### config.mk
export PLATFORM = sky130hd
export DESIGN_NAME = salc_row_update
export DESIGN_NICKNAME = d
export VERILOG_FILES = /design/src/salc_pkg.sv /design/src/salc_row_update.sv
export SDC_FILE = /design/constraint.sdc
export NUM_CORES = 1
export LEC_CHECK = 0
export BUFFER_PORTS_ARGS = -buffer_cell sky130_fd_sc_hd__clkbuf_2
export CORE_AREA = 5 5 447 449
export DETAILED_ROUTE_END_ITERATION = 8
export DIE_AREA = 0 0 452 454
export PLACE_DENSITY = 0.34
export SLEW_MARGIN = 10
export SYNTH_ARGS = -nofsm -noshare
export SYNTH_HDL_FRONTEND = slang
export SYNTH_SLANG_ARGS = --single-unit
### constraint.sdc
create_clock -name vclk -period 9.6
set_input_delay 1.92 -clock vclk [all_inputs]
set_output_delay 1.92 -clock vclk [all_outputs]
set_load 0.01 [all_outputs]
### src/salc_pkg.sv
package salc_pkg;

    localparam int ADDR_W     = 64;
    localparam int TAG_W      = 64;
    localparam int FUNC_W     = 2;
    localparam int CFG_ADDR_W = 4;
    localparam int CFG_DATA_W = 32;
    localparam int OUT_CNT_W  = 32;

    localparam int DEF_MAX_SET_BITS = 6;
    localparam int DEF_WAYS         = 8;
    localparam int DEF_COUNT_WIDTH  = 32;

    typedef enum logic [FUNC_W-1:0] {
        FUNC_LOAD   = 2'd0,
        FUNC_STORE  = 2'd1,
        FUNC_MODIFY = 2'd2,
        FUNC_NONE   = 2'd3
    } func_t;

    localparam logic [1:0] REG_SET_BITS   = 2'd0;
    localparam logic [1:0] REG_BLOCK_BITS = 2'd1;
    localparam logic [1:0] REG_WAYS_USED  = 2'd2;

    localparam logic [2:0] SET_BITS_RST   = 3'd1;
    localparam logic [5:0] BLOCK_BITS_RST = 6'd4;
    localparam logic [3:0] WAYS_USED_RST  = 4'd8;

    typedef struct packed {
        logic       was_miss;
        logic       was_eviction;
        logic [1:0] hits_added;
    } flags_t;

    // rank field width per line
    function automatic int rank_width(input int ways);
        return (ways > 1) ? $clog2(ways) : 1;
    endfunction

    // width of a line count 0..ways
    function automatic int cnt_width(input int ways);
        return $clog2(ways + 1);
    endfunction

    // one set row: valid bits, ranks, tags
    function automatic int row_width(input int ways);
        return ways * (1 + rank_width(ways) + TAG_W);
    endfunction

endpackage

### src/salc_row_update.sv
module salc_row_update #(
    parameter int WAYS = salc_pkg::DEF_WAYS
) (
    input  logic [salc_pkg::row_width(WAYS)-1:0] row_in,
    input  logic [salc_pkg::TAG_W-1:0]           tag,
    input  logic [salc_pkg::FUNC_W-1:0]          func,
    input  logic [salc_pkg::cnt_width(WAYS)-1:0] ways,
    output logic [salc_pkg::row_width(WAYS)-1:0] row_out,
    output logic                                 write_en,
    output salc_pkg::flags_t                     flags
);

    import salc_pkg::*;

    localparam int RANK_W = rank_width(WAYS);
    localparam int CNT_W  = cnt_width(WAYS);
    localparam int TAG_LO = WAYS * (1 + RANK_W);

    logic [WAYS-1:0]   valid;
    logic [WAYS-1:0]   hit_vec;
    logic [WAYS-1:0]   hit_oh;
    logic [WAYS-1:0]   free_oh;
    logic [WAYS-1:0]   victim_oh;
    logic [WAYS-1:0]   target_oh;
    logic [WAYS-1:0]   inc_vec;
    logic [RANK_W-1:0] rank [WAYS];
    logic [RANK_W-1:0] new_rank [WAYS];
    logic [TAG_W-1:0]  tags [WAYS];
    logic [CNT_W-1:0]  count;
    logic [RANK_W-1:0] last_rank;
    logic [RANK_W-1:0] hit_rank;
    logic [RANK_W-1:0] target_rank;
    logic              hit;
    logic              full;
    logic              fill;
    logic              active;
    logic              modify;

    always_comb
    begin
        count    = '0;
        hit_rank = '0;
        for (int w = 0; w < WAYS; w++)
        begin
            valid[w]   = row_in[w];
            rank[w]    = row_in[WAYS + w*RANK_W +: RANK_W];
            tags[w]    = row_in[TAG_LO + w*TAG_W +: TAG_W];
            hit_vec[w] = valid[w] && (tags[w] == tag);
            count      = count + CNT_W'(valid[w]);
        end

        // lowest matching way, lowest empty way
        hit_oh  = hit_vec & (~hit_vec + WAYS'(1));
        free_oh = ~valid & (valid + WAYS'(1));
        hit     = |hit_vec;

        // ranks of valid lines are a permutation of 0..count-1
        last_rank = RANK_W'(count - CNT_W'(1));
        for (int w = 0; w < WAYS; w++)
        begin
            victim_oh[w] = valid[w] && (rank[w] == last_rank);
            hit_rank     = hit_rank | (hit_oh[w] ? rank[w] : '0);
        end

        full        = (count >= ways) || (free_oh == '0);
        fill        = !hit && !full;
        target_oh   = hit ? hit_oh : (full ? victim_oh : free_oh);
        target_rank = hit ? hit_rank : last_rank;
        active      = (func != FUNC_NONE);
        modify      = (func == FUNC_MODIFY);

        for (int w = 0; w < WAYS; w++)
        begin
            inc_vec[w]  = valid[w] && !target_oh[w] && (fill || (rank[w] < target_rank));
            new_rank[w] = target_oh[w] ? '0 :
                          (inc_vec[w] ? rank[w] + RANK_W'(1) : rank[w]);
            row_out[w]  = valid[w] | target_oh[w];
            row_out[WAYS + w*RANK_W +: RANK_W] = new_rank[w];
            row_out[TAG_LO + w*TAG_W +: TAG_W] = (!hit && target_oh[w]) ? tag : tags[w];
        end

        write_en           = active;
        flags.was_miss     = active && !hit;
        flags.was_eviction = active && !hit && full;
        if (!active)
        begin
            flags.hits_added = 2'd0;
        end
        else if (hit)
        begin
            flags.hits_added = modify ? 2'd2 : 2'd1;
        end
        else
        begin
            flags.hits_added = modify ? 2'd1 : 2'd0;
        end
    end

endmodule

* Word-level counts from Yosys, hierarchy flattened *
Cells that the tools add are included.

storage, ports and cells
  register bits after elaboration = 0
  input bits = 614

operators by class
  add/sub/neg operators = 18
  order comparisons = 9
  equality and inequality tests = 18
  multiplexer cells = 39
  bitwise gates (word level) = 19
  reduce and logical (&&, ||, !) cells = 64

operators with widths
  cell                                                                 count
  64-bit equality test                                                 8
  64-bit 2-to-1 mux                                                    8
  3-bit 2-to-1 mux                                                     25
  1-bit logical AND                                                    43
  3-bit by 1-bit adder with 3-bit output (second input constant)       8
  3-bit equality test                                                  8
  3-bit < comparator                                                   8
  3-bit bitwise OR                                                     7
  4-bit by 1-bit adder with 4-bit output                               4
  8-bit by 1-bit adder with 8-bit output (second input constant)       2
  8-bit bitwise AND                                                    2
  8-bit 2-to-1 mux                                                     2
  8-bit inverter                                                       2
  1-bit zero test                                                      10
  1-bit logical OR                                                     9
  8-bit zero test                                                      1
  1-bit bitwise OR                                                     8
  8-bit OR reduction                                                   1
  2-bit 2-to-1 mux                                                     3
  3-bit by 1-bit adder with 4-bit output                               1
  4-bit >= comparator                                                  1
  2-bit by 1-bit adder with 3-bit output                               1
  3-bit by 1-bit subtractor with 3-bit output (second input constant)  1
  1-bit by 1-bit adder with 2-bit output                               1
  3 further kinds                                                      3

* Longest topological paths before layout *
Gate-level depths: netlist of the first run.

  depth in word-level cells = 19
  mapped depth = 23
  depth with buffers taken out = 20

* Worst setup path before layout of the first run *
No wires, ideal clock.

  kind = input port to output port
  start = input row_in[0] (netlist name)
  end = output row_out[13] (netlist name)
  arrival time = 7.079 ns
  data required time = 7.680 ns
  slack = 0.601 ns
  cell stages on the path = 17
  buffers on the path = 1
  cell sequence = fa_1 > inv_1 > fa_1 > fa_1 > inv_1 > ha_1 > buf_1 > inv_1 > ha_1 > xor2_1 > o21ai_0 > ha_1 > or3_1 > nor2_1 > a31oi_4 > or3_1 > a21oi_1

on the way
  longest elaborated chain between the ends = 18

RTL lines
  item                                                                             RTL line               source
  start, declared                                                                  salc_row_update.sv:4   input logic [salc_pkg::row_width(WAYS)-1:0] row_in,
  branches (longest 17 deep; another with 3-bit by 1-bit adder with 4-bit output)  n/a
  3-bit 2-to-1 mux (*)                                                             salc_row_update.sv:75  new_rank[w] = target_oh[w] ? '0 :
  end, declared                                                                    salc_row_update.sv:8   output logic [salc_pkg::row_width(WAYS)-1:0] row_out,

Every way passes the cells marked *.

* Worst setup path after layout of the first run *
  start = input row_in[0] (netlist name)
  end = output row_out[384] (netlist name)

on the way
  longest elaborated chain between the ends = 14

RTL lines
  item                                                  RTL line               source
  1-bit by 1-bit adder with 2-bit output                salc_row_update.sv:49  count = count + CNT_W'(valid[w]);
  2-bit by 1-bit adder with 3-bit output                salc_row_update.sv:49
  3-bit by 1-bit adder with 4-bit output                salc_row_update.sv:49
  4-bit by 1-bit adder with 4-bit output (4 in series)  salc_row_update.sv:49
  3-bit by 1-bit subtractor with 3-bit output           salc_row_update.sv:58  last_rank = RANK_W'(count - CNT_W'(1));
  3-bit equality test                                   salc_row_update.sv:61  victim_oh[w] = valid[w] && (rank[w] == last_rank);
  1-bit logical AND                                     salc_row_update.sv:61
  8-bit 2-to-1 mux (2 in series)                        salc_row_update.sv:67  target_oh = hit ? hit_oh : (full ? victim_oh : free_oh);
  1-bit logical AND (*)                                 salc_row_update.sv:79  row_out[TAG_LO + w*TAG_W +: TAG_W] = (!hit && target_oh[w]) ? tag : tags[w];
  64-bit 2-to-1 mux (*)                                 salc_row_update.sv:79

Every way passes the cells marked *; elsewhere a longest branch is shown, timed or not.

==> impl_metrics.yaml, run 1 <==
run_status:
  status: "finished clean"
run:
  cap_violations: 0
worst_setup_path:
  worstPathRequired_ns: 7.68
  cp-end-kind: "output pin"
  worst-path-buf-inv: 8
  cp-start-kind: "input pin"
  max_stage_delay_ns: 0.63
  cp_max_fo: 13
  critPathTopFamily: "adder cells"
  criticalPathCategory: "in2out"
  path_cells: "clkbuf_2, fa_1, inv_1, fa_1, fa_1, inv_1, ha_1, inv_1, fa_1, inv_1, ha_1, a21oi_1, nor2b_1, o21ai_0, and3b_1, buf_4, nand3_1, o21ai_0, nand2_4, buf_4, o21ai_0, clkbuf_2"
  crit_arrival_ns: 7.39
  slowest_stage: "o21ai_0"
die:
  start_util_pct: 8.33
  die_area_um2: 205000
  chipWidth_um: 452
  die_y_um: 454
  ios: 1163
  num_rows: 163
  fp.coreArea_um2: 196000
timing:
  drv_slew: 0
  rsz0062_at_grt: "no"
  relSlewSlack_pct: 34.6
  hold_violations: 0
  fin_crit_sh_pct: 96.9
  fmax_mhz: 107
  min_period_ns: 9.31
  setup_viol: 0
  finalWorstSetupSlack_ns: 0.294
  tightest_slew_ns: 0.972
  fin_setup_tns_ns: 0
finish:
  drive_above_1_share_pct: 52.5
  fill_cells: 22900
  regArea_um2: 0
  nets: 4223
  synthToLayoutAreaGrowth_pct: 68.9
  finalInstanceArea_um2: 27600
  design.seq.count: 0
  clockBufferCount: 0
global_route:
  grt_pass1_wl_um: 335000
  overflow: 0
  antenna_found_initial: 110
  grt_pass1_vias: 25900
  grt_util_all_layers_pct: 25.8
  grt_max_degree: 47
detailed_routing:
  routed.top_layer: "met5"
  drt_first_iter_violations: 2951
  drt-met1-wl_um: 117000
  met3_length_um: 24300
  wl_per_cell_um: 45.4
  drc: 0
  avgViaCountPerCell: 4.31
  postRouteWirelength_um: 280000
  drtPass1Iterations: 5
  dr_wl_met2_um: 125000
  num_vias: 26600
  route.antenna.remaining_nets: 0
placed_design:
  dp_slack_ns: 0.241
  placed_area_um2: 27400
  io_buffer_count: 1163
  routabilityCongestion: 1.01
  hpwl_um: 252000
min_path:
  min_path_type: "in2out"
synth:
  ys_types: 69
  yosysSeqAreaShare_pct: 0
  synth_area_per_cell_um2: 7.17
  synth_fp_nets: 2930
  netlist_area_um2: 16300
  netlist_instances: 2276
  yosysWarnings: 0
cts:
  cts-resized-gates: 0
  hold_buffers: 0
  post-cts-setup-buffers: 0
area by class of cell:
type | instances | area [um^2] | area share [%]
antenna | 46 | 115 | 0.418
inverter | 75 | 282 | 1.02
multi-input combinational | 2009 | 15300 | 55.3
tap | 2557 | 3200 | 11.6
timing repair buffer | 1483 | 8710 | 31.6
placed cells by master, fill, tap and decap left out, types with 8 or more instances in the layout:
cell,count
nand2b_1,103
ha_1,36
nor2_1,64
a31oi_1,9
nand4_1,173
nand2_4,8
or4_1,12
nor2b_1,34
o21ai_0,183
nor3_1,28
inv_1,72
mux2_2,361
or3_1,20
o22ai_1,14
clkbuf_2,1158
nand3_1,64
nand2_1,207
xor2_1,119
buf_12,38
o2111ai_1,19
nor4_1,73
diode_2,46
buf_4,287
xnor2_1,352
nor4b_1,10
a21oi_1,15
routing by layer:
metal	GRT usage (%)	vias up
li1	-	10800
met1	32.9	13500
met2	40.9	1834
met3	7.07	398
met4	10.7	24
met5	0	-
stage by stage:
stage	std cells	hold WS [ns]	util [%]
6_report	6170	4.19	14.1
5_1_grt	6140	4.21	14.0
4_1_cts	6124	4.19	14.0
3_5_place_dp	6124	4.19	14.0
3_3_place_gp	6124	4.18	14.0
2_1_floorplan	2276	3.92	-
cell usage after synthesis, types with 36 or more instances:
library cell  count  area, um^2
xor2_1          119        1040
nor4_1           76         475
ha_1             36         450
nand2b_1        104         651
nand2_1         214         803
nor2_1           64         240
inv_1            73         274
nand3_1          64         320
xnor2_1         352        3080
nand4_1         173        1080
clkbuf_1         82         308
mux2_2          361        4070
buf_2            97         485
o21ai_0         184         921
final timing paths:
kind	start	to	slack, ns	depth (start not counted)
setup / recovery	row_in[0]	row_out[384]	0.29	22
hold / removal	row_in[199]	row_out[199]	4.19	3
cells by family after synthesis:
logic type	share of synthesized area (%)
multiplexers	25.2
buffers and inverters	6.98
AO/OA/AOI/OAI	11.1
AND/OR/NAND/NOR	28.2
adder cells (fa/ha/maj)	3.25
XOR/XNOR	25.3
==> run 2: changes to the inputs <==
--- a/config.mk
+++ b/config.mk
@@ -6,9 +6,9 @@
 export NUM_CORES = 1
 export LEC_CHECK = 0
 export BUFFER_PORTS_ARGS = -buffer_cell sky130_fd_sc_hd__clkbuf_2
-export CORE_AREA = 5 5 447 449
+export CORE_AREA = 5 5 446 448
 export DETAILED_ROUTE_END_ITERATION = 8
-export DIE_AREA = 0 0 452 454
+export DIE_AREA = 0 0 451 453
 export PLACE_DENSITY = 0.34
 export SLEW_MARGIN = 10
 export SYNTH_ARGS = -nofsm -noshare
==> constraint.sdc (replaced) <==
create_clock -name vclk -period 11.25
set_input_delay 2.25 -clock vclk [all_inputs]
set_output_delay 2.25 -clock vclk [all_outputs]
set_load 0.01 [all_outputs]
==> run 2 against run 1 <==
Non-clock buffer count down 151. Critical path depth down 6. Die area shrank 0.44%. First-iteration DRC count increased by 7.8%. Flip-flop and latch count stayed put. Hold slack gained 0.59 ns. Sequential share of layout area stayed put. Core utilization decreased by 0.64 points. Critical path type unchanged.
==> impl_metrics.yaml, run 2 (synthesis gave the netlist of run 1 again) <==
finish:
  drive_above_1_share_pct: 50.6
  synthToLayoutAreaGrowth_pct: 60.0
  clockBufferCount: 0
  fill_cells: 22800
  final_common_cell: "clkbuf_2"
  design.seq.count: 0
  most-common-layout-cells: "1162 x clkbuf_2, 361 x mux2_2, 350 x xnor2_1, 207 x nand2_1, 183 x o21ai_0"
  regArea_um2: 0
  nets: 4072
die:
  num_rows: 162
  die_area_um2: 204000
  die_y_um: 453
  ios: 1163
  start_util_pct: 8.40
  chipWidth_um: 451
  fp.coreArea_um2: 194000
detailed_routing:
  avgViaCountPerCell: 4.34
  wl_per_cell_um: 46.9
  postRouteWirelength_um: 281000
  drt_first_iter_violations: 3182
  route.antenna.remaining_nets: 0
  drtPass1Iterations: 6
  num_vias: 26100
  drc: 0
placed_design:
  routabilityCongestion: 1.02
  io_buffer_count: 1163
  hpwl_um: 248000
worst_setup_path:
  critPathTopFamily: "simple AND/OR/NAND/NOR gates"
  worst-path-buf-inv: 6
  cp_max_fo: 32
  slowest_stage: "nor4_1"
  max_stage_delay_ns: 0.83
  cp-start-kind: "input pin"
  worstPathRequired_ns: 9.00
  crit_arrival_ns: 8.76
  path_cells: "clkbuf_2, buf_4, xnor2_1, nand4_1, nor4_1, nand4_1, nand4b_1, nor4b_1, buf_4, and2_1, buf_4, nand2_4, buf_4, nand2_1, o21ai_1, clkbuf_2"
  cpMostUsedCell: "buf_4"
  criticalPathCategory: "in2out"
  cp-end-kind: "output pin"
global_route:
  grt_max_degree: 65
  grt_pass1_wl_um: 337000
  grt_pass1_vias: 25300
  antenna_found_initial: 106
  grt_util_all_layers_pct: 26.0
  overflow: 0
run:
  cap_violations: 0
timing:
  rsz0062_at_grt: "no"
  hold_violations: 0
  relSlewSlack_pct: 14.2
  min_period_ns: 11.01
  drv_slew: 0
  fin_setup_tns_ns: 0
  fmax_mhz: 90.9
  fin_crit_sh_pct: 97.8
  tightest_slew_ns: 1.29
  setup_viol: 0
run_status:
  status: "finished clean"
cts:
  hold_buffers: 0
  post-cts-setup-buffers: 0
  cts-resized-gates: 0
min_path:
  min_path_type: "in2out"
==> run 2: through the flow <==
step	utilization, %	std cells	cell area [um^2]	hold slack, ns	setup WS [ns]
floorplan	-	2276	16300	4.58	1.59
global placement	13.4	5957	26000	4.78	0.127
detailed placement	13.4	5958	26000	4.78	0.198
CTS	13.4	5958	26000	4.78	0.193
global route	13.4	5983	26000	4.82	0.110
finish	13.4	6002	26100	4.78	0.244
==> run 2: final cells by class <==
type	count	area [um^2]	share of cell area, %
multi-input combinational	2009	15300	58.6
timing repair buffer	1332	7230	27.7
tap	2542	3180	12.2
inverter	75	282	1.08
antenna	44	110	0.422
==> run 2: worst paths after layout <==
check	from	to	slack, ns	depth (start not counted)
worst max-delay path	tag[38]	row_out[485]	0.24	16
worst min-delay path	func[1]	flags[3]	4.78	3
==> run 2: metal layers <==
layer	share of wire (%)	vias up	GRT usage, %
met5	0.028	-	0
met2	45	1885	42.0
met4	5.1	12	11.4
met3	9.4	365	7.31
li1	-	10500	-
met1	40	13300	32.3
